===== src/valid_skipping_time_search_top_macros.svh =====
// Assertion macros used by the time search RTL.
`ifndef VALID_SKIPPING_TIME_SEARCH_TOP_MACROS_SVH
`define VALID_SKIPPING_TIME_SEARCH_TOP_MACROS_SVH

`ifndef SYNTHESIS
// Condition implies an expression in the same cycle.
`define VSTS_ASSERT_IMPL(name, cond, expr, msg) \
   name: assert property (@(posedge clock) disable iff (reset) (cond) |-> (expr)) \
      else $error(msg);
// Condition implies an expression in the following cycle.
`define VSTS_ASSERT_NEXT(name, cond, expr, msg) \
   name: assert property (@(posedge clock) disable iff (reset) (cond) |=> (expr)) \
      else $error(msg);
`else
`define VSTS_ASSERT_IMPL(name, cond, expr, msg)
`define VSTS_ASSERT_NEXT(name, cond, expr, msg)
`endif

`endif


===== src/vsts_ram.sv =====
// Generic single-write, single-read RAM with a registered read port.
`timescale 1ns / 1ps
`default_nettype none
module vsts_ram #(
   parameter int WIDTH = 8,
   parameter int DEPTH = 16
) (
   input  wire logic                     clock,
   input  wire logic                     wr_en,
   input  wire logic [$clog2(DEPTH)-1:0] wr_addr,
   input  wire logic [WIDTH-1:0]         wr_data,
   input  wire logic                     rd_en,
   input  wire logic [$clog2(DEPTH)-1:0] rd_addr,
   output logic      [WIDTH-1:0]         rd_data
);

   logic [WIDTH-1:0] mem_ff [DEPTH];
   logic [WIDTH-1:0] rd_data_ff;

   always_ff @(posedge clock) begin
      if (wr_en) begin
         mem_ff[wr_addr] <= wr_data;
      end
      if (rd_en) begin
         rd_data_ff <= mem_ff[rd_addr];
      end
   end

   assign rd_data = rd_data_ff;

endmodule
`default_nettype wire


===== config.mk =====
export PLATFORM = sky130hd
export DESIGN_NAME = vsts_ram
export DESIGN_NICKNAME = d
export VERILOG_FILES = /design/src/valid_skipping_time_search_top_macros.svh /design/src/vsts_ram.sv
export SDC_FILE = /design/constraint.sdc
export NUM_CORES = 1
export LEC_CHECK = 0
export ABC_AREA = 1
export BUFFER_PORTS_ARGS = -buffer_cell sky130_fd_sc_hd__buf_2
export CORE_MARGIN = 2
export CORE_UTILIZATION = 57
export CTS_BUF_LIST = sky130_fd_sc_hd__clkbuf_2 sky130_fd_sc_hd__clkbuf_4 sky130_fd_sc_hd__clkbuf_8
export DETAILED_ROUTE_END_ITERATION = 7
export GPL_TIMING_DRIVEN = 0
export PLACE_DENSITY = 0.78
export SETUP_SLACK_MARGIN = 0.15
export SYNTH_ARGS = -nofsm -noshare
export SYNTH_HDL_FRONTEND = slang
export SYNTH_SLANG_ARGS = --single-unit

===== constraint.sdc =====
create_clock -name clock -period 1.2 [get_ports clock]
set_clock_uncertainty 0.15 [all_clocks]
set_input_delay 0.12 -clock clock [delete_from_list [all_inputs] [get_ports clock]]
set_output_delay 0.12 -clock clock [all_outputs]
set_load 0.05 [all_outputs]

==> results.toml <==
[run_status]
outcome = "finished, violations left"
violations = "negative setup slack"

[clock_network]
clockBufferDepth = 2
clkSlewWorstSetupHoldPaths_ps = 80
clk_latency_ps = 440
cts_root_buf = "clkbuf_8"
htree_levels = 4
cts_tree = "yes"
cts.sinks = 136
numCtsBuffers = 17

[min_path]
hold_depth = 4
hold_class = "input pin to register"

[power_and_ir_drop]
power.density_nw_per_um2 = 1405
cellLeakagePower_nw = 3.115
ir_drop_uv = 752.7

[timing]
hold_viol_final = 0
whs_ps = 24.90
setup_ws_ps = -81.43
drv_slew = 0
max_slew_margin_pct = 58.72
rsz0062_at_grt = "yes"
finalSetupViolCount = 16
period_share_pct = 106.8
max_freq_ghz = 0.7804
period_minus_slack_ps = 1281
setup_tns_ps = -956.0
worstMarginPinSlew_ps = 619.2

[global_routing]
grt_start_max_net_pins = 17
grt_pass1_vias = 4065
top_usage_layer = "met2"
antenna_found_initial = 0
grtUsageTotal_pct = 27.05
grt_overflow = 0
grtUsageMet1_pct = 38.01
grt_pass1_wl_mm = 21.90
grt_util_met3_pct = 6.679
grtUsageMet2_pct = 40.88

[cells_and_area]
area_delta_synth_final_pct = 26.64
multi_input_area_um2 = 1724
final_util_pct = 75.06
register_area_um2 = 4084
fillers = 604
num-nets-final = 631
drive_gt1_share_pct = 31.09
diodes = 0

[die]
core_region_area_um2 = 9864
row_count = 36
ioPinCount = 27
die_area_um2 = 11080
initial_utilization_pct = 59.27
die_w_um = 105.3
die-height_um = 105.3

[worst_setup_path]
r2r.worst_path.cells = 6
crit_required_ps = 1250
cp-start-kind = "register"
crit_fanout = 1
worstSetupPathType = "register to register"
worstSetupEndpointType = "register"
arrival_ps = 1330

[drt]
postRouteAntennaNets = 0
wl_per_cell_um = 19.29
wirelength_mm = 14.61
first_iter_violations = 599
dr_total_vias = 4201
drc = 0
drt_pass1_iterations = 5
vias_per_cell = 5.550

[placed_design]
gp_congestion = 0.9334
dp_hpwl_mm = 8.641
pre_cts_ws_ps = -363.9
port_buffers = 23

[logic_synthesis]
ys_seq_area_share_pct = 69.85
ys_ff_latch = 136
yosysWarningCount = 0
avgSynthCellArea_um2 = 10.61
synth_top_area_share_pct = 69.85
yosysTopAreaCell = "edfxtp_1"
synthCells = 551
synth_fp_nets = 570
synthTopCellsByArea = "edfxtp_1 70%, nand2_1 11%, nand3_1 8.3%, inv_1 6.4%, buf_6 1.2%"
yosysUniqueCellTypes = 11
synth_area_um2 = 5847

[flow_run]
max-cap-violations = 0
==> timing repair <==
item,CTS,global route
hold buffers,11,0
setup endpoints to repair,86,72
pin swaps,38,37
setup buffers,4,4
hold endpoints to repair,138,0
resized for setup,61,61
==> worst max-delay path, stage by stage (launching register included) <==
cell      delay [ps]
edfxtp_1         390
nand2_1           90
nand2_1           50
nand2_1           80
nand3_1          100
nand3_2          110
nand2_2           80
==> logic make-up after synthesis <==
| family | Yosys count | synth area share (%) |
|---|---|---|
| buffers and inverters | 126 | 9.394 |
| AND/OR/NAND/NOR | 289 | 20.76 |
| flip-flops | 136 | 69.85 |
==> worst paths after layout <==
path         slack, ps                    start                    to
max                -80  mem_ff[13][2]$_DFFE_PP_  rd_data[2]$_DFFE_PP_
min                 20               rd_addr[2]  rd_data[3]$_DFFE_PP_
max reg2reg        -80  mem_ff[13][2]$_DFFE_PP_  rd_data[2]$_DFFE_PP_
min reg2reg        650   mem_ff[3][6]$_DFFE_PP_  rd_data[6]$_DFFE_PP_
==> final cells by class <==
class                      instances  share of cell area [%]
timing repair buffer              42                   5.627
multi-input combinational        289                   23.28
tap                              133                   2.247
buffer                            24                   2.889
clock inverter                    10                   2.062
sequential                       136                   55.15
clock buffer                      21                   3.565
inverter                         102                   5.171
==> power breakdown <==
part           leakage (nW)  switching [mW]  internal (mW)
registers              1.24          0.0311           5.35
logic                  1.67           0.695          0.336
clock network         0.208            1.68           2.32
total                  3.12            2.40           8.00
==> flip-flops by register name, indices dropped and copies added, names as in the netlist <==
register	cells
rd_data	8
mem_ff	128
==> synthesized netlist by cell type, drive strengths merged <==
master,number
nand2,173
edfxtp,136
inv,102
nand3,97
buf,24
nor2,17
nand3b,2
==> stage by stage <==
| step | power (mW) | instances | area (µm²) |
|---|---|---|---|
| 3_3_place_gp | 6.226 | 707 | 6226 |
| 6_report | 10.41 | 757 | 7405 |
| 3_5_place_dp | 6.249 | 707 | 6226 |
| 4_1_cts | 10.27 | 753 | 7089 |
| 2_1_floorplan | 5.963 | 551 | 5944 |
| 5_1_grt | 10.63 | 757 | 7405 |
==> placed cells by master (no fill, tap or decap), types with 4 or more instances in the layout <==
cell           instances
buf_6                 19
buf_4                  9
buf_2                 19
nor2_4                14
bufinv_16              4
dlygate4sd3_1         11
clkbuf_8              17
nand3_1               29
edfxtp_1             136
inv_2                  6
nand3_2               67
nand2_1              152
nand2_2               21
inv_1                 96
clkbuf_4               4
buf_12                 7
==> layer usage <==
layer	wire length, µm	share of wire, %	up-vias
li1	-	-	1908
met1	5560	38	1976
met2	6810	47	265
met3	1696	12	52
met4	539	3.7	0
met5	0	0	-
Note: power is estimated with default switching activity, not from simulation.
