--- src/valid_skipping_time_search_top_macros.svh ---
// Assertion macros used by the time search RTL.
`ifndef VALID_SKIPPING_TIME_SEARCH_TOP_MACROS_SVH
`define VALID_SKIPPING_TIME_SEARCH_TOP_MACROS_SVH

`ifndef SYNTHESIS
// Condition implies an expression in the same cycle.
`define VSTS_ASSERT_IMPL(name, cond, expr, msg) \
   name: assert property (@(posedge clock) disable iff (reset) (cond) |-> (expr)) \
      else $error(msg);
// Condition implies an expression in the following cycle.
`define VSTS_ASSERT_NEXT(name, cond, expr, msg) \
   name: assert property (@(posedge clock) disable iff (reset) (cond) |=> (expr)) \
      else $error(msg);
`else
`define VSTS_ASSERT_IMPL(name, cond, expr, msg)
`define VSTS_ASSERT_NEXT(name, cond, expr, msg)
`endif

`endif

--- src/vsts_pkg.sv ---
// Package with the shared types and constants of the time search block.
`timescale 1ns / 1ps
`default_nettype none
package vsts_pkg;

   localparam int DEPTH_DEF = 1024;

   localparam int IDX_W  = 10;
   localparam int CNT_W  = 11;
   localparam int WEEK_W = 16;
   localparam int SEC_W  = 40;
   localparam int KEY_W  = 56;
   localparam int COEF_W = 20;
   localparam int PROD_W = WEEK_W + COEF_W;
   localparam int ENTRY_W = KEY_W + 1;

   localparam int PADDR_W = 3;
   localparam int PDATA_W = 32;

   // Register index, taken from the word address bit of the APB port.
   localparam logic REG_ENTRY_COUNT = 1'b0;

   // Action codes of an input transaction.
   localparam logic ACT_WRITE  = 1'b0;
   localparam logic ACT_SEARCH = 1'b1;

   localparam logic [KEY_W-1:0] SECONDS_PER_WEEK = 56'd604800;
   localparam logic [KEY_W-1:0] US_PER_SECOND    = 56'd1000000;
   localparam logic [KEY_W-1:0] WEEK_US = SECONDS_PER_WEEK * US_PER_SECOND;

   // The week constant split into two 20-bit halves for the narrow multiplier.
   localparam logic [COEF_W-1:0] WEEK_US_LO = COEF_W'(WEEK_US % (56'd1 << COEF_W));
   localparam logic [COEF_W-1:0] WEEK_US_HI = COEF_W'(WEEK_US >> COEF_W);

   typedef struct packed {
      logic              action;
      logic [IDX_W-1:0]  index;
      logic              valid_req;
      logic [WEEK_W-1:0] week;
      logic [SEC_W-1:0]  second_us;
   } item_type;

   typedef struct packed {
      logic             found;
      logic [IDX_W-1:0] entry_index;
   } result_type;

endpackage
`default_nettype wire

--- src/vsts_ctrl.sv ---
// Sequencer that runs table writes and the bounded, invalid-skipping bisection.
`timescale 1ns / 1ps
`default_nettype none
`include "valid_skipping_time_search_top_macros.svh"
module vsts_ctrl #(
   parameter int DEPTH = vsts_pkg::DEPTH_DEF
) (
   input  wire logic                         clock,
   input  wire logic                         reset,
   input  wire logic                         item_valid,
   input  wire vsts_pkg::item_type           item,
   output logic                              item_ready,
   input  wire logic [vsts_pkg::CNT_W-1:0]   entry_count,
   output logic                              key_start,
   input  wire logic                         key_done,
   input  wire logic [vsts_pkg::KEY_W-1:0]   key,
   output logic                              wr_en,
   output logic      [$clog2(DEPTH)-1:0]     wr_addr,
   output logic      [vsts_pkg::ENTRY_W-1:0] wr_data,
   output logic                              rd_en,
   output logic      [$clog2(DEPTH)-1:0]     rd_addr,
   input  wire logic [vsts_pkg::ENTRY_W-1:0] rd_data,
   output logic                              res_valid,
   output vsts_pkg::result_type              res,
   input  wire logic                         res_take
);

   localparam int AW  = $clog2(DEPTH);
   localparam int CW  = $clog2(DEPTH + 1);
   localparam int NEW = CW + vsts_pkg::CNT_W;
   localparam int WEW = CW + vsts_pkg::IDX_W;

   localparam logic [3:0] S_IDLE   = 4'd0;
   localparam logic [3:0] S_KEY    = 4'd1;
   localparam logic [3:0] S_LO_RD  = 4'd2;
   localparam logic [3:0] S_LO_CHK = 4'd3;
   localparam logic [3:0] S_HI_RD  = 4'd4;
   localparam logic [3:0] S_HI_CHK = 4'd5;
   localparam logic [3:0] S_BIS    = 4'd6;
   localparam logic [3:0] S_UP_CHK = 4'd7;
   localparam logic [3:0] S_DN_CHK = 4'd8;
   localparam logic [3:0] S_DONE   = 4'd9;

   logic [3:0]                 state_ff, state_in;
   logic                       action_ff, action_in;
   logic [AW-1:0]              waddr_ff, waddr_in;
   logic                       wok_ff, wok_in;
   logic                       wvalid_ff, wvalid_in;
   logic [CW-1:0]              n_ff, n_in;
   logic [CW-1:0]              lo_ff, lo_in;
   logic [CW-1:0]              hi_ff, hi_in;
   logic [CW-1:0]              mid_ff, mid_in;
   logic [CW-1:0]              p_ff, p_in;
   vsts_pkg::result_type       res_ff, res_in;

   logic [CW-1:0]              rd_ptr;
   logic [CW-1:0]              mid_calc;
   logic [NEW-1:0]             count_ext;
   logic [NEW-1:0]             n_ext;
   logic [WEW-1:0]             widx_ext;
   logic [WEW-1:0]             hi_wide;
   logic [WEW-1:0]             p_wide;
   logic                       rd_vld;
   logic [vsts_pkg::KEY_W-1:0] rd_time;
   logic                       key_lt;
   logic                       key_eq;
   logic                       item_accept;
   logic                       probe_now;

   assign item_accept = item_valid && item_ready;
   assign item_ready  = (state_ff == S_IDLE);

   // Entry count above the table depth acts as the depth.
   assign count_ext = {{CW{1'b0}}, entry_count};
   assign n_ext     = (count_ext > NEW'(DEPTH)) ? NEW'(DEPTH) : count_ext;
   assign widx_ext  = {{CW{1'b0}}, item.index};

   assign hi_wide = {{vsts_pkg::IDX_W{1'b0}}, hi_ff};
   assign p_wide  = {{vsts_pkg::IDX_W{1'b0}}, p_ff};

   assign mid_calc = lo_ff + ((hi_ff - lo_ff) >> 1);

   // The shared comparator: search key against the entry just read.
   assign rd_vld  = rd_data[vsts_pkg::KEY_W];
   assign rd_time = rd_data[vsts_pkg::KEY_W-1:0];
   assign key_lt  = key < rd_time;
   assign key_eq  = key == rd_time;

   assign probe_now = rd_vld && ((state_ff == S_UP_CHK) || (state_ff == S_DN_CHK));

   always_comb begin
      state_in  = state_ff;
      action_in = action_ff;
      waddr_in  = waddr_ff;
      wok_in    = wok_ff;
      wvalid_in = wvalid_ff;
      n_in      = n_ff;
      lo_in     = lo_ff;
      hi_in     = hi_ff;
      mid_in    = mid_ff;
      p_in      = p_ff;
      res_in    = res_ff;
      rd_en     = 1'b0;
      rd_ptr    = p_ff;
      wr_en     = 1'b0;
      key_start = 1'b0;

      case (state_ff)
         S_IDLE: begin
            if (item_accept) begin
               action_in = item.action;
               waddr_in  = widx_ext[AW-1:0];
               wok_in    = widx_ext < WEW'(DEPTH);
               wvalid_in = item.valid_req;
               n_in      = n_ext[CW-1:0];
               key_start = 1'b1;
               state_in  = S_KEY;
            end
         end
         S_KEY: begin
            if (key_done) begin
               if (action_ff == vsts_pkg::ACT_WRITE) begin
                  wr_en    = wok_ff;
                  res_in   = '0;
                  state_in = S_DONE;
               end else begin
                  lo_in    = '0;
                  state_in = S_LO_RD;
               end
            end
         end
         S_LO_RD: begin
            if (lo_ff >= n_ff) begin
               res_in   = '0;
               state_in = S_DONE;
            end else begin
               rd_en    = 1'b1;
               rd_ptr   = lo_ff;
               state_in = S_LO_CHK;
            end
         end
         S_LO_CHK: begin
            if (!rd_vld) begin
               lo_in    = lo_ff + CW'(1);
               state_in = S_LO_RD;
            end else if (key_lt) begin
               res_in   = '0;
               state_in = S_DONE;
            end else begin
               hi_in    = n_ff;
               state_in = S_HI_RD;
            end
         end
         S_HI_RD: begin
            rd_en    = 1'b1;
            rd_ptr   = hi_ff - CW'(1);
            hi_in    = hi_ff - CW'(1);
            state_in = S_HI_CHK;
         end
         S_HI_CHK: begin
            if (!rd_vld) begin
               state_in = S_HI_RD;
            end else if (!key_lt && !key_eq) begin
               res_in   = '0;
               state_in = S_DONE;
            end else begin
               state_in = S_BIS;
            end
         end
         S_BIS: begin
            if ((hi_ff - lo_ff) <= CW'(1)) begin
               res_in.found       = 1'b1;
               res_in.entry_index = hi_wide[vsts_pkg::IDX_W-1:0];
               state_in           = S_DONE;
            end else begin
               mid_in   = mid_calc;
               p_in     = mid_calc;
               rd_en    = 1'b1;
               rd_ptr   = mid_calc;
               state_in = S_UP_CHK;
            end
         end
         S_UP_CHK: begin
            if (!rd_vld) begin
               if ((hi_ff - p_ff) > CW'(1)) begin
                  p_in   = p_ff + CW'(1);
                  rd_en  = 1'b1;
                  rd_ptr = p_ff + CW'(1);
               end else if ((mid_ff - lo_ff) > CW'(1)) begin
                  p_in     = mid_ff - CW'(1);
                  rd_en    = 1'b1;
                  rd_ptr   = mid_ff - CW'(1);
                  state_in = S_DN_CHK;
               end else begin
                  res_in.found       = 1'b1;
                  res_in.entry_index = hi_wide[vsts_pkg::IDX_W-1:0];
                  state_in           = S_DONE;
               end
            end
         end
         S_DN_CHK: begin
            if (!rd_vld) begin
               if ((p_ff - lo_ff) > CW'(1)) begin
                  p_in   = p_ff - CW'(1);
                  rd_en  = 1'b1;
                  rd_ptr = p_ff - CW'(1);
               end else begin
                  res_in.found       = 1'b1;
                  res_in.entry_index = hi_wide[vsts_pkg::IDX_W-1:0];
                  state_in           = S_DONE;
               end
            end
         end
         S_DONE: begin
            if (res_take) begin
               state_in = S_IDLE;
            end
         end
         default: begin
            state_in = S_IDLE;
         end
      endcase

      // A valid probe narrows the bounds or ends the search on a match.
      if (probe_now) begin
         if (key_eq) begin
            res_in.found       = 1'b1;
            res_in.entry_index = p_wide[vsts_pkg::IDX_W-1:0];
            state_in           = S_DONE;
         end else if (key_lt) begin
            hi_in    = p_ff;
            state_in = S_BIS;
         end else begin
            lo_in    = p_ff;
            state_in = S_BIS;
         end
      end
   end

   always_ff @(posedge clock) begin
      if (reset) begin
         state_ff <= S_IDLE;
      end else begin
         state_ff <= state_in;
      end
      action_ff <= action_in;
      waddr_ff  <= waddr_in;
      wok_ff    <= wok_in;
      wvalid_ff <= wvalid_in;
      n_ff      <= n_in;
      lo_ff     <= lo_in;
      hi_ff     <= hi_in;
      mid_ff    <= mid_in;
      p_ff      <= p_in;
      res_ff    <= res_in;
   end

   assign rd_addr   = rd_ptr[AW-1:0];
   assign wr_addr   = waddr_ff;
   assign wr_data   = {wvalid_ff, key};
   assign res_valid = (state_ff == S_DONE);
   assign res       = res_ff;

   `VSTS_ASSERT_IMPL(a_bounds_ordered, (state_ff == S_BIS), (hi_ff >= lo_ff), "bisection bounds crossed")
   `VSTS_ASSERT_IMPL(a_probe_inside, (state_ff == S_UP_CHK) || (state_ff == S_DN_CHK), (p_ff > lo_ff) && (p_ff < hi_ff), "probe outside the open bounds")
   `VSTS_ASSERT_IMPL(a_lo_in_range, (state_ff == S_LO_CHK), (lo_ff < n_ff), "lower scan read past the entry count")
   `VSTS_ASSERT_IMPL(a_key_done_in_key, key_done, (state_ff == S_KEY), "key finished outside the key wait")
   `VSTS_ASSERT_NEXT(a_take_to_idle, res_take && res_valid, (state_ff == S_IDLE), "sequencer did not return to idle")

endmodule
`default_nettype wire

--- config.mk ---
export PLATFORM = sky130hd
export DESIGN_NAME = vsts_ctrl
export DESIGN_NICKNAME = d
export VERILOG_FILES = /design/src/vsts_pkg.sv /design/src/vsts_ctrl.sv
export VERILOG_INCLUDE_DIRS = /design/src /design/src/src
export SDC_FILE = /design/constraint.sdc
export NUM_CORES = 1
export LEC_CHECK = 0
export BUFFER_PORTS_ARGS = -buffer_cell sky130_fd_sc_hd__buf_2
export CAP_MARGIN = 15
export CORE_MARGIN = 5
export CORE_UTILIZATION = 53
export DETAILED_ROUTE_END_ITERATION = 16
export PLACE_DENSITY = 0.81
export SKIP_CTS_REPAIR_TIMING = 1
export SYNTH_ARGS = -nofsm -noshare
export SYNTH_HDL_FRONTEND = slang
export SYNTH_SLANG_ARGS = --single-unit
--- constraint.sdc ---
create_clock -name clock -period 9.22 [get_ports clock]
set_input_delay 0.461 -clock clock [delete_from_list [all_inputs] [get_ports clock]]
set_output_delay 0.461 -clock clock [all_outputs]
set_load 0.05 [all_outputs]
==> metrics.md <==
| Metric | Value |
|---|---|
| Top cells by area, synth | `ha_1 (15%), edfxtp_1 (14%), dfxtp_1 (7.4%), inv_1 (4.6%), a21oi_1 (4.5%)` |
| Clock Skew | `13.11 ps` |
| Main combinational cell family by area after synthesis | `compound AO/OA/AOI/OAI gates` |
| Status | `completed` |
| Final Instance Count excl. Fillers | `1659` |
| RePlAce Congestion | `1.008` |
| Final setup TNS | `0 ps` |
| DRT Pass-1 Iters | `5` |
| Post-synthesis register bit count | `82` |
| Ys async rst share | `0%` |
| Cell leakage power | `5.214 nW` |
| Post-synthesis mux area share | `1.833%` |
| Max_cap viols | `0` |
| Final worst-path cycle share | `61.68%` |
| Initial drt markers | `1176` |
| IR drop worst, VDD | `0.1786 mV` |
| Worst-Skew Late Latency | `360 ps` |
| # placed instances | `1643` |
| Dominant synthesized flop cell | `edfxtp_1` |
| Vias | `10260` |
| Final setup viols | `0` |
| Compound-Gate Fraction of Synth Area | `24.70%` |
| Final instance area | `11210 sq um` |
| Routed Antenna Nets | `0` |
| WP data required | `8760 ps` |
| Slew headroom | `22.21%` |
| Adder-cell share of the synthesized area | `16.32%` |
| Synthesized Nets | `1595` |
| Power Density | `405.2 nW/um^2` |
| Worst slew pin tran | `1167 ps` |
| Final net count | `1744` |
| Area leader, netlist | `ha_1` |
| CTS tree | `built` |
| WHS Path Cells | `1` |
| Via density | `6.185` |
| Syn_area_per_cell | `7.843 sq um` |
| Unrepaired setup endpoints after global routing | `false` |
| Buffers on Ports | `233` |
| Simple-gate share of the synthesized area | `20.06%` |
| Core Util, Final | `60.14%` |
| CP peak stage delay | `730 ps` |
| Startpoint types | `flop` |
| CP Buf/Inv Count | `2` |
| Crit-path slowest cell | `edfxtp_1` |
| Clock slew at reported path FFs | `70 ps` |
| Worst hold path class | `input port to flop` |
| H-tree depth | `3` |
| Root Driver | `clkbuf_16` |
| Instance count on the critical path | `13` |
| Period minus WS final | `5687 ps` |
| Diode count | `0` |
| CTS Sinks | `82` |
| Worst-path maximum fanout | `14` |
| Setup crit end kind | `output pin` |
| Die height | `147.1 um` |
| Antenna violations before repair | `0` |
| Drt wl/cell | `20.62 um` |
| Die outline width | `147.1 um` |
| Yosys Warn Count | `0` |
| DP Area | `10890 sq um` |
| Top delay family on crit path | `compound AO/OA/AOI/OAI gates` |
| Synth Area in XOR/XNOR | `5.096%` |
| Number of enable flip-flop cells after synthesis | `45` |
| Gr usage total | `30.65%` |
| Vias in the first global route | `9709` |
| Pwr Total | `4.544 mW` |
| Global-route wire length before repair | `52730 um` |
| Total CTS buffers | `9` |
| Crit path kind | `flop to output pin` |
| Fin. Hold Viols | `0` |
| # IOs | `290` |
| Share of layout cells above drive strength 1 | `19.93%` |
| Fmax | `175.8 MHz` |
| Distinct cell type count after synthesis | `80` |
| Largest net degree at the start of global routing | `25` |
| Initial Util | `53.47%` |
| Core footprint | `18640 sq um` |
| Cells after Synth | `1271` |
| GR Overflow Total | `0` |
| Routed wire length | `34200 um` |
| Commonest non-fill, non-tap cell in the layout | `buf_2` |
| Synthesis-to-finish area growth | `12.48%` |
| Seq/Total Area, Yosys | `20.99%` |
| Synth Cell Area | `9968 sq um` |
| Post-DP HPWL | `27860 um` |
| Die area | `21650 sq um` |
| Drt drc | `0` |
| Most frequent cells in the layout | `buf_2 (233), inv_1 (123), ha_1 (122)` |
| Slew Limit Fails | `0` |
| Row count | `50` |
| Worst r2r path cells | `11` |
| WP data arrival | `5230 ps` |
| Clock Tree Buf Depth | `2` |
| Area share of the largest cell type after synthesis | `15.31%` |
| CP Cell Sequence | `inv_1 > ha_1 > a21o_1 > a21oi_1 > xnor2_1 > nor4_1 > or4b_4 > nor4_4 > mux2_2 > a221o_1 > a211o_1 > o32a_1 > buf_2` |
## report_power, final
| group | internal, mW | switching (mW) | total (mW) |
|---|---|---|---|
| registers | 0.606 | 0.243 | 0.849 |
| clock network | 0.240 | 0.165 | 0.405 |
| logic | 1.22 | 2.07 | 3.29 |
| total | 2.06 | 2.48 | 4.54 |
## cells in the mapped netlist (7+ instances only)
master / n
a211oi_1: 10
o211ai_1: 7
or3_1: 15
nand2b_1: 7
nor4_1: 14
dfxtp_1: 37
and2_1: 12
buf_4: 58
clkbuf_1: 40
nand3_1: 32
a21o_1: 38
o221ai_1: 7
nand2_1: 79
a21oi_1: 89
or4_1: 7
nand4_1: 18
o21ai_0: 64
nand3b_1: 9
edfxtp_1: 45
nor2_1: 99
o21a_1: 12
xor2_1: 26
nor2b_1: 27
and3_1: 23
a31oi_1: 21
o31ai_1: 9
a221oi_1: 12
nor3_1: 26
inv_1: 123
ha_1: 122
o22ai_1: 8
a22oi_1: 20
mux2i_1: 16
xnor2_1: 32
## layer usage
layer	share of wire, %	track usage, %	routed length (um)
met1	42	41.37	14430
met2	43	48.02	14850
met3	11	7.989	3836
met4	3.2	9.832	1082
met5	0	0	0
## layout make-up
cell class                 instances  area (sq um)
fill                            1707          7431
multi-input combinational        959          6785
inverter                         123         461.7
sequential                        82          2092
tap                              234         292.8
timing repair buffer             245          1256
clock buffer                       9         225.2
clock inverter                     7         98.84
## state kept, by name, summed over array words and instances (netlist names)
signal / count
hi_ff: 11
action_ff: 1
lo_ff: 11
state_ff: 4
wr_addr: 10
n_ff: 11
mid_ff: 11
p_ff: 11
res: 11
wvalid_ff: 1
## path summary, 6_finish.rpt
path	from	endpoint	slack (ps)
min reg2reg	res[5]	res[5]	470
max reg2reg	p_ff[4]	res[4]	4380
min	item[60]	wr_addr[3]	280
max	p_ff[2]	rd_addr[6]	3530
## worst reg2reg max path, stage by stage (launching register included)
cell,delay (ps)
edfxtp_1,690
inv_1,310
ha_1,430
a21o_1,210
a221oi_2,340
a21oi_1,130
xor2_1,190
or4_1,690
nor3_2,600
o221ai_1,220
o31ai_2,680
o21ai_0,190
## through the flow
step / worst slack (ps) / hold slack, ps
3_3_place_gp: 3996 / 456.0
3_5_place_dp: 4018 / 457.7
5_1_grt: 3247 / 279.7
2_1_floorplan: 4352 / 503.0
4_1_cts: 3602 / 276.0
6_report: 3533 / 284.4
## kinds of logic (layout without fill, tap and decap cells)
group | Yosys count | in the layout
simple gates | 389 | 389
fa+ha+maj | 127 | 127
compound gates | 367 | 367
buf+inv | 230 | 384
xor+xnor | 58 | 58
mux | 18 | 18
flops | 82 | 82
(Power assumes the default switching activity.)
