--- config.mk ---
export PLATFORM = sky130hd
export DESIGN_NAME = vsts_key
export DESIGN_NICKNAME = d
export VERILOG_FILES = /design/src/valid_skipping_time_search_top_macros.svh /design/src/vsts_pkg.sv /design/src/vsts_key.sv
export SDC_FILE = /design/constraint.sdc
export NUM_CORES = 1
export LEC_CHECK = 0
export BUFFER_PORTS_ARGS = -buffer_cell sky130_fd_sc_hd__buf_4
export CAP_MARGIN = 20
export CORE_MARGIN = 5
export CORE_UTILIZATION = 47
export CTS_CLUSTER_SIZE = 25
export DETAILED_ROUTE_END_ITERATION = 10
export GPL_TIMING_DRIVEN = 0
export PLACE_DENSITY_LB_ADDON = 0.1
export SLEW_MARGIN = 20
export SYNTH_ARGS = -nofsm -noshare
export SYNTH_HDL_FRONTEND = slang
export SYNTH_SLANG_ARGS = --single-unit
--- constraint.sdc ---
create_clock -name clock -period 8.45 [get_ports clock]
set_input_delay 1.69 -clock clock [delete_from_list [all_inputs] [get_ports clock]]
set_output_delay 1.69 -clock clock [all_outputs]
set_load 0.01 [all_outputs]
--- src/valid_skipping_time_search_top_macros.svh ---
// Assertion macros used by the time search RTL.
`ifndef VALID_SKIPPING_TIME_SEARCH_TOP_MACROS_SVH
`define VALID_SKIPPING_TIME_SEARCH_TOP_MACROS_SVH

`ifndef SYNTHESIS
// Condition implies an expression in the same cycle.
`define VSTS_ASSERT_IMPL(name, cond, expr, msg) \
   name: assert property (@(posedge clock) disable iff (reset) (cond) |-> (expr)) \
      else $error(msg);
// Condition implies an expression in the following cycle.
`define VSTS_ASSERT_NEXT(name, cond, expr, msg) \
   name: assert property (@(posedge clock) disable iff (reset) (cond) |=> (expr)) \
      else $error(msg);
`else
`define VSTS_ASSERT_IMPL(name, cond, expr, msg)
`define VSTS_ASSERT_NEXT(name, cond, expr, msg)
`endif

`endif

--- src/vsts_pkg.sv ---
// Package with the shared types and constants of the time search block.
`timescale 1ns / 1ps
`default_nettype none
package vsts_pkg;

   localparam int DEPTH_DEF = 1024;

   localparam int IDX_W  = 10;
   localparam int CNT_W  = 11;
   localparam int WEEK_W = 16;
   localparam int SEC_W  = 40;
   localparam int KEY_W  = 56;
   localparam int COEF_W = 20;
   localparam int PROD_W = WEEK_W + COEF_W;
   localparam int ENTRY_W = KEY_W + 1;

   localparam int PADDR_W = 3;
   localparam int PDATA_W = 32;

   // Register index, taken from the word address bit of the APB port.
   localparam logic REG_ENTRY_COUNT = 1'b0;

   // Action codes of an input transaction.
   localparam logic ACT_WRITE  = 1'b0;
   localparam logic ACT_SEARCH = 1'b1;

   localparam logic [KEY_W-1:0] SECONDS_PER_WEEK = 56'd604800;
   localparam logic [KEY_W-1:0] US_PER_SECOND    = 56'd1000000;
   localparam logic [KEY_W-1:0] WEEK_US = SECONDS_PER_WEEK * US_PER_SECOND;

   // The week constant split into two 20-bit halves for the narrow multiplier.
   localparam logic [COEF_W-1:0] WEEK_US_LO = COEF_W'(WEEK_US % (56'd1 << COEF_W));
   localparam logic [COEF_W-1:0] WEEK_US_HI = COEF_W'(WEEK_US >> COEF_W);

   typedef struct packed {
      logic              action;
      logic [IDX_W-1:0]  index;
      logic              valid_req;
      logic [WEEK_W-1:0] week;
      logic [SEC_W-1:0]  second_us;
   } item_type;

   typedef struct packed {
      logic             found;
      logic [IDX_W-1:0] entry_index;
   } result_type;

endpackage
`default_nettype wire

--- src/vsts_key.sv ---
// Two-step key calculator: week times the microseconds of a week plus the microsecond count.
`timescale 1ns / 1ps
`default_nettype none
module vsts_key (
   input  wire logic                        clock,
   input  wire logic                        reset,
   input  wire logic                        start,
   input  wire logic [vsts_pkg::WEEK_W-1:0] week,
   input  wire logic [vsts_pkg::SEC_W-1:0]  second_us,
   output logic                             done,
   output logic      [vsts_pkg::KEY_W-1:0]  key
);

   logic [vsts_pkg::KEY_W-1:0]  acc_ff, acc_in;
   logic [vsts_pkg::WEEK_W-1:0] week_ff, week_in;
   logic                        run_ff, run_in;
   logic                        phase_ff, phase_in;
   logic                        done_ff, done_in;
   logic [vsts_pkg::COEF_W-1:0] coef;
   logic [vsts_pkg::PROD_W-1:0] prod;
   logic [vsts_pkg::KEY_W-1:0]  addend;

   // One multiplier serves both halves of the constant.
   assign coef   = phase_ff ? vsts_pkg::WEEK_US_HI : vsts_pkg::WEEK_US_LO;
   assign prod   = vsts_pkg::PROD_W'(week_ff) * vsts_pkg::PROD_W'(coef);
   assign addend = phase_ff ? {prod, {vsts_pkg::COEF_W{1'b0}}}
                            : {{(vsts_pkg::KEY_W - vsts_pkg::PROD_W){1'b0}}, prod};

   always_comb begin
      acc_in   = acc_ff;
      week_in  = week_ff;
      run_in   = run_ff;
      phase_in = phase_ff;
      done_in  = 1'b0;
      if (start) begin
         acc_in   = {{(vsts_pkg::KEY_W - vsts_pkg::SEC_W){1'b0}}, second_us};
         week_in  = week;
         run_in   = 1'b1;
         phase_in = 1'b0;
      end else if (run_ff) begin
         acc_in   = acc_ff + addend;
         phase_in = 1'b1;
         if (phase_ff) begin
            run_in  = 1'b0;
            done_in = 1'b1;
         end
      end
   end

   always_ff @(posedge clock) begin
      if (reset) begin
         run_ff   <= 1'b0;
         phase_ff <= 1'b0;
         done_ff  <= 1'b0;
      end else begin
         run_ff   <= run_in;
         phase_ff <= phase_in;
         done_ff  <= done_in;
      end
      acc_ff  <= acc_in;
      week_ff <= week_in;
   end

   assign done = done_ff;
   assign key  = acc_ff;

endmodule
`default_nettype wire

==> results.cfg, run 1 <==
[clock_network]
cts.path.max_buffers = 2
numCtsBuffers = 9
root_buffer = clkbuf_16
clk_latency_ns = 0.36
cts_tree = built
clock_sinks = 75
clk_pin_slew_worst_paths_ns = 0.07
htreeDepth = 3

[setup_path]
crit_type = register to register
cp.required_ns = 8.69
cp.arrival_ns = 8.56
slowest_delay_ns = 0.55
rr_worst_depth = 31
r2r-end = key[55]
cp_slowest_cell = fa_2
critPathCaptureType = register
reg2reg_slack_ns = 0.13
r2r-start = phase_ff
crit_top_cell = fa_1
start_kind = register
crit_path_start = phase_ff
crit_path_max_fanout = 8

[sta]
fin_crit_ns = 8.32
fin_setup_tns_ns = 0
finalHoldViolCount = 0
fin_crit_sh_pct = 98.5
setup_viol = 0
fmax_mhz = 120
worst_pin_slew_ns = 0.817
report.final.slew_viol_count = 0
slew_headroom_pct = 45.5
rsz0062_at_grt = true
final.setup_skew_ns = 0.0110

[min_path]
min_from = key[54]
worstHoldPathCells = 2
min_to = key[54]
hold_class = register to register

[logic_synthesis]
ys_warn_count = 0
yosysTopAreaCell = ha_1
ys_async_sr_fraction_pct = 0
ys_seq_area_share_pct = 16.3
synth_top_flop_cell = edfxtp_1
synth_top_area_share_pct = 20.6
synth_enable_flop_cells = 56
syn_avg_cell_area_um2 = 8.88
syn_inst = 1421
ys_types = 75
synthTopCellsByArea = ha_1 21%, fa_1 19%, edfxtp_1 13%
ys_ff_latch = 75
netlist_area_um2 = 12600

[floorplan]
die_h_um = 174
die_width_um = 174
io_pins = 116
die-area_um2 = 30200
core_um2 = 26700
placementRows = 60
initial_core_util_pct = 47.2

[route]
num_vias = 10800
routed_wl_um = 38500
routed_via_density = 5.49
postRouteAntennaNets = 0
first_iter_violations = 828
wl_per_cell_um = 19.5
first_pass_iters = 5
drc = 0

[global_routing]
use_met1_pct = 35.3
grt-busiest-layer = met2
use_met3_pct = 3.73
grt_use_total_pct = 25.1
grt_overflow_total = 0
grt_pass1_wl_um = 60100
grt_max_degree = 33
grt_pass1_vias = 11000
grtUsageMet2_pct = 39.9
antenna_found_initial = 1

[cells_and_area]
fill_cells = 2407
num_antenna_cells = 0
layout_common_cells = 195 x inv_1, 187 x buf_4, 180 x ha_1, 130 x nand2_1, 112 x fa_1
seq_area_um2 = 2070
multi_input_area_um2 = 10500
mostFrequentLayoutCell = inv_1
nets = 2019
drive_gt1_share_pct = 24.1
areaGrowthSynthToFinish_pct = 25.9

[placement]
portBuffers = 115
gp_congestion = 0.918
place_hpwl_um = 30700

[flow_run]
cap_violations = 0

[run_status]
status = finished clean
==> metrics by stage <==
stage	instance area [µm²]	instances	setup slack [ns]	util [%]	hold slack, ns
3_3_place_gp	14000	1891	-1.97	52.3	0.465
3_5_place_dp	14000	1892	-1.99	52.3	0.472
5_1_grt	15900	1977	-0.111	59.5	0.510
6_report	15900	1977	0.131	59.5	0.476
2_1_floorplan	12700	1435	0.0475	-	0.485
4_1_cts	15000	1939	0.00103	56.0	0.482
==> flip-flops by register name, summed over array words and instances, names as in the netlist <==
signal / cells
done: 1
key: 56
phase_ff: 1
run_ff: 1
week_ff: 16
==> repair_timing <==
action                     in CTS  in global routing
resized for setup             106                147
hold buffers                    0                  0
setup endpoints to repair      35                 28
pin swaps                      38                102
buffers inserted               33                 42
==> cell type report <==
type                    instances  area share (%)
inverters                     214            5.32
flip-flops and latches         75            13.0
multi-input cells            1104            66.1
clock inverters                 6           0.449
well taps                     341            2.68
repair buffers                191            9.17
clock buffers                  10            1.44
plain buffers                  36            1.87
==> per-layer routing <==
metal | vias up | part of all wire (%) | wire length (µm)
li1 | 5227 | - | -
met4 | 4 | 3.3 | 1270
met2 | 322 | 46 | 17700
met3 | 71 | 4.8 | 1860
met1 | 5224 | 46 | 17600
met5 | - | 0.18 | 71
==> synth_stat cells (3+ instances only) <==
cell        n
inv_1     213
o21a_1      8
fa_1      121
ha_1      208
a41oi_1     3
nor2b_1    15
nor2_1     64
o21ai_0    92
nor4_1      3
clkbuf_1   37
dfxtp_1    19
and3_1     10
edfxtp_1   56
o31ai_1     6
o211ai_1    8
xor2_1     40
or2_2       9
nand2b_1   12
a21boi_0    3
o21ai_1     7
and2_1     32
nor3_1     17
mux2_2      8
a31o_2      3
nand3_1    14
a31oi_1     6
a211oi_1    9
nand4_1    17
xnor2_1    40
o21bai_1   14
nand2_1   145
or3_1       5
o41ai_1     3
a21oi_1    82
o31a_1      3
a21o_1     39
==> cells by family after synthesis <==
logic type / share of synthesized area (%)
DFF: 16.3
muxes: 0.872
other: 0.0595
buffers and inverters: 8.14
AOI/OAI and AO/OA: 15.5
adders and majority gates: 39.8
xor gates and xnor gates: 5.55
and+or+nand+nor: 13.7
==> critical path: cells and delay by family (launching register included) <==
kind	cells	cell delay, ns
XOR/XNOR	1	0.25
AND/OR/NAND/NOR	8	1.48
adder cells (fa/ha/maj)	8	3.69
buffers and inverters	5	0.51
AO/OA/AOI/OAI	9	1.79
flip-flops	1	0.43
==> worst max path at each step <==
stage / endpoint / slack, ns
6_report: key[55] / 0.13
5_1_grt: key[31] / -0.11
4_1_cts: key[55] / 0.001
3_5_place_dp: key[55] / -1.99
3_3_place_gp: key[55] / -1.97
2_1_floorplan: key[55] / 0.05
Power of run 1 is not shown: default switching activity piles up to over one toggle a cycle in this logic, so the estimate is an artifact.
==> inputs of run 2 (changes only) <==
--- a/config.mk
+++ b/config.mk
@@ -7,7 +7,7 @@
 export LEC_CHECK = 0
 export BUFFER_PORTS_ARGS = -buffer_cell sky130_fd_sc_hd__buf_4
 export CAP_MARGIN = 20
-export CORE_MARGIN = 5
+export CORE_MARGIN = 2
 export CORE_UTILIZATION = 47
 export CTS_CLUSTER_SIZE = 25
 export DETAILED_ROUTE_END_ITERATION = 10
==> run 2 against run 1 <==
Compared with the run above: clock skew up 0.0019 ns; register-to-register slack gained 0.03 ns; first-iteration DRC count shrank 12%; final cell count rose by 0.10%; design area grew 0.80%; critical path depth rose by 3; count of clock-buffer cells in the layout is 2 higher; non-clock buffer count grew 8; die area fell by 6.8%; setup slack better by 0.030 ns; critical endpoint is now key[51]; highest routed layer is now met4.
==> results.cfg, run 2 (synthesis results as in run 1) <==
[setup_path]
critPathCaptureType = register
cp.arrival_ns = 8.56
crit_type = register to register
crit_path_max_fanout = 6
start_kind = register
cp_slowest_cell = fa_1
slowest_delay_ns = 0.53
cp.required_ns = 8.72
crit_top_cell = fa_1

[sta]
worst_pin_slew_ns = 0.841
fin_crit_sh_pct = 98.1
final.setup_skew_ns = 0.0129
report.final.slew_viol_count = 0
fmax_mhz = 121
fin_crit_ns = 8.29
setup_viol = 0
slew_headroom_pct = 44.0
finalHoldViolCount = 0

[flow_run]
cap_violations = 0

[floorplan]
initial_core_util_pct = 48.2
io_pins = 116
die_width_um = 168
die-area_um2 = 28200
die_h_um = 168
placementRows = 59
core_um2 = 26200

[cells_and_area]
areaGrowthSynthToFinish_pct = 27.0
mostFrequentLayoutCell = buf_4
multi_input_area_um2 = 10600
seq_area_um2 = 2070
largest_register_ffs = 56
layout_common_cells = 194 x buf_4, 193 x inv_1, 182 x ha_1, 124 x nand2_1, 116 x fa_1
fill_cells = 2274
drive_gt1_share_pct = 24.8
num_antenna_cells = 0
nets = 2027
final_util_pct = 61.1

[route]
routed_via_density = 5.55
drc = 0
first_iter_violations = 731
wl_per_cell_um = 19.4
first_pass_iters = 5
num_vias = 11000
postRouteAntennaNets = 0
routed_wl_um = 38300

[global_routing]
use_met3_pct = 2.91
grt_overflow_total = 0
grtUsageMet2_pct = 43.0
grt-busiest-layer = met2
use_met1_pct = 37.8
grt_use_total_pct = 26.8
grt_max_degree = 34
antenna_found_initial = 0
grt_pass1_vias = 10800
grt_pass1_wl_um = 58700

[placement]
gp_congestion = 0.944
portBuffers = 115
place_hpwl_um = 29900

[clock_network]
clock_sinks = 75
cts.path.max_buffers = 2
numCtsBuffers = 9
cts_tree = built
clk_latency_ns = 0.36
htreeDepth = 3
root_buffer = clkbuf_16
clk_pin_slew_worst_paths_ns = 0.07

[min_path]
hold_class = register to register

[run_status]
status = finished clean
run 2: layout make-up:
class	instances	share of cell area (%)
multi-input cells	1104	65.9
flip-flops and latches	75	12.9
repair buffers	199	9.62
inverters	214	5.16
well taps	335	2.62
plain buffers	36	1.87
clock buffers	12	1.74
clock inverters	4	0.180
run 2: worst paths after layout:
| path | from | endpoint | slack (ns) | depth (start not counted) |
|---|---|---|---|---|
| max | phase_ff | key[51] | 0.16 | 34 |
| min | key[54] | key[54] | 0.47 | 2 |
| max reg2reg | phase_ff | key[51] | 0.16 | 34 |
| min reg2reg | key[54] | key[54] | 0.47 | 2 |
run 2: critical path, delay by kind of cell (launching register included):
family,cells,cell delay (ns)
fa+ha+maj,8,3.05
buf+inv,7,0.83
mux,1,0.30
flops,1,0.42
compound gates,9,1.68
xor+xnor,2,0.32
simple gates,7,1.55
run 2: routing by layer:
layer | part of all wire, % | wire length, µm
met2 | 46 | 17600
met3 | 4.9 | 1860
met4 | 3.5 | 1330
met5 | 0 | 0
met1 | 46 | 17500
run 2: what timing repair did:
item                                    in CTS  in global routing
endpoints found under the setup margin      36                 29
buffers inserted                            41                 41
pin swaps                                   34                116
hold buffers                                 0                  0
cloned                                       1                  0
gates resized for setup                    100                153
run 2: metrics by stage:
step                setup TNS, ns  instance area, µm²  worst slack (ns)  cells  hold slack [ns]
floorplan                       0               12700            0.0475   1435            0.485
global placement           -44.63               14000             -2.09   1885            0.462
detailed placement         -44.36               14000             -2.10   1886            0.467
CTS                       -0.0194               15000           -0.0154   1942            0.477
global route                -1.08               16000            -0.132   1979            0.502
finish                          0               16000             0.161   1979            0.472
Power of run 2 is left out for the same reason.
==> inputs of run 3 (changes only) <==
--- a/config.mk
+++ b/config.mk
@@ -12,7 +12,8 @@
 export CTS_CLUSTER_SIZE = 25
 export DETAILED_ROUTE_END_ITERATION = 10
 export GPL_TIMING_DRIVEN = 0
-export PLACE_DENSITY_LB_ADDON = 0.1
+export PLACE_DENSITY_LB_ADDON = 0.3
+export RECOVER_POWER = 25
 export SLEW_MARGIN = 20
 export SYNTH_ARGS = -nofsm -noshare
 export SYNTH_HDL_FRONTEND = slang
==> run 3 against run 2 <==
Compared with the run above: clock skew rose by 0.0024 ns; non-clock buffer count decreased by 15; register-to-register slack got worse by 0.14 ns; sequential share of layout area grew 0.11 points; via count grew 0.56%; core utilization decreased by 0.53 points; maximum frequency shrank 1.6%; first-iteration DRC count increased by 5.6%; critical path depth unchanged; final cell count shrank 0.76%; die area is the same; critical path type unchanged; largest cell class unchanged.
==> results.cfg, run 3 (synthesis results as in run 1) <==
[placement]
portBuffers = 115
gp_congestion = 0.946
place_hpwl_um = 29300
place_area_um2 = 14000

[clock_network]
clk_pin_slew_worst_paths_ns = 0.08
clock_sinks = 75
root_buffer = clkbuf_16
cts_tree = built
htreeDepth = 3
numCtsBuffers = 9
cts.path.max_buffers = 2
clk_latency_ns = 0.36

[global_routing]
grt_use_total_pct = 26.3
grt_pass1_vias = 11200
grt_max_degree = 36
grt_pass1_wl_um = 58400
grt_overflow_total = 0
antenna_found_initial = 0

[floorplan]
die_width_um = 168
die-area_um2 = 28200
initial_core_util_pct = 48.2
io_pins = 116
die_h_um = 168
placementRows = 59
core_um2 = 26200

[sta]
final.setup_skew_ns = 0.0153
setup_viol = 0
worst_pin_slew_ns = 1.24
slew_headroom_pct = 17.1
fin_crit_sh_pct = 99.7
finalHoldViolCount = 0
fmax_mhz = 119
report.final.slew_viol_count = 0
rsz0062_at_grt = true
fin_setup_tns_ns = 0
fin_crit_ns = 8.42

[setup_path]
crit_type = register to register
critPathCaptureType = register
r2r-start = phase_ff
start_kind = register
slowest_delay_ns = 0.57
cp.buffers_inverters = 6
crit_path_start = phase_ff
crit_path_max_fanout = 8
cp.required_ns = 8.69
cp.arrival_ns = 8.67
cp_slowest_cell = fa_1
crit_family = adder cells

[cells_and_area]
layout_common_cells = 195 x inv_1, 179 x ha_1, 148 x buf_4, 128 x nand2_1, 112 x fa_1
nets = 2012
largest_register_ffs = 56
final_util_pct = 60.6
areaGrowthSynthToFinish_pct = 25.9
fin_area_um2 = 15900
num_antenna_cells = 0
mostFrequentLayoutCell = inv_1
drive_gt1_share_pct = 23.4

[min_path]
hold_class = register to register
min_from = key[49]

[route]
wl_per_cell_um = 19.2
first_iter_violations = 772
first_pass_iters = 5
routed_via_density = 5.63
num_vias = 11100
postRouteAntennaNets = 0
drc = 0
routed_wl_um = 37800

[run_status]
status = finished clean

[flow_run]
cap_violations = 0
-- run 3: changes by cell type in the layout (fill, tap and decap cells not counted), sizes merged --
cell and change:
bufinv +3, buf -51, clkbuf +34, clkinvlp -1
-- run 3: cell type report --
class	count	area (µm²)
multi-input combinational	1104	10600
fill	2186	10300
sequential	75	2070
timing repair buffer	182	1350
inverter	214	836
tap	335	419
buffer	38	314
clock buffer	10	229
clock inverter	6	111
-- run 3: through the flow --
| step | worst slack [ns] | hold slack (ns) | std cells |
|---|---|---|---|
| floorplan | 0.0475 | 0.485 | 1435 |
| global placement | -2.04 | 0.469 | 1885 |
| detailed placement | -2.11 | 0.483 | 1886 |
| CTS | 0.00591 | 0.493 | 1936 |
| global route | -0.169 | 0.513 | 1964 |
| finish | 0.0253 | 0.485 | 1964 |
-- run 3: what timing repair did --
| action | in CTS | in global routing |
|---|---|---|
| pin swaps | 49 | 95 |
| setup endpoints to repair | 35 | 29 |
| hold buffers | 0 | 0 |
| gates cloned | 1 | 0 |
| gates resized for setup | 122 | 134 |
| setup buffers | 35 | 30 |
-- run 3: path summary, 6_finish.rpt --
path         slack, ns       to  depth (start not counted)
max               0.03  key[55]                         34
min               0.48  key[49]                          2
max reg2reg       0.03  key[55]                         34
min reg2reg       0.48  key[49]                          2
-- run 3: worst min-delay path: cells and delay by family, from the launching register on --
family | cells | cell delay, ns
compound gates | 1 | 0.05
flops | 1 | 0.33
simple gates | 1 | 0.06
-- run 3: routing by layer --
layer | up-vias | wire, µm | part of all wire [%] | GRT usage [%]
met2 | 420 | 18000 | 48 | 43.8
li1 | 5220 | - | - | -
met3 | 68 | 2440 | 6.4 | 3.60
met5 | - | 0 | 0 | 0
met1 | 5347 | 16100 | 43 | 35.8
met4 | 0 | 1190 | 3.2 | 8.09
Power of run 3 is left out for the same reason.
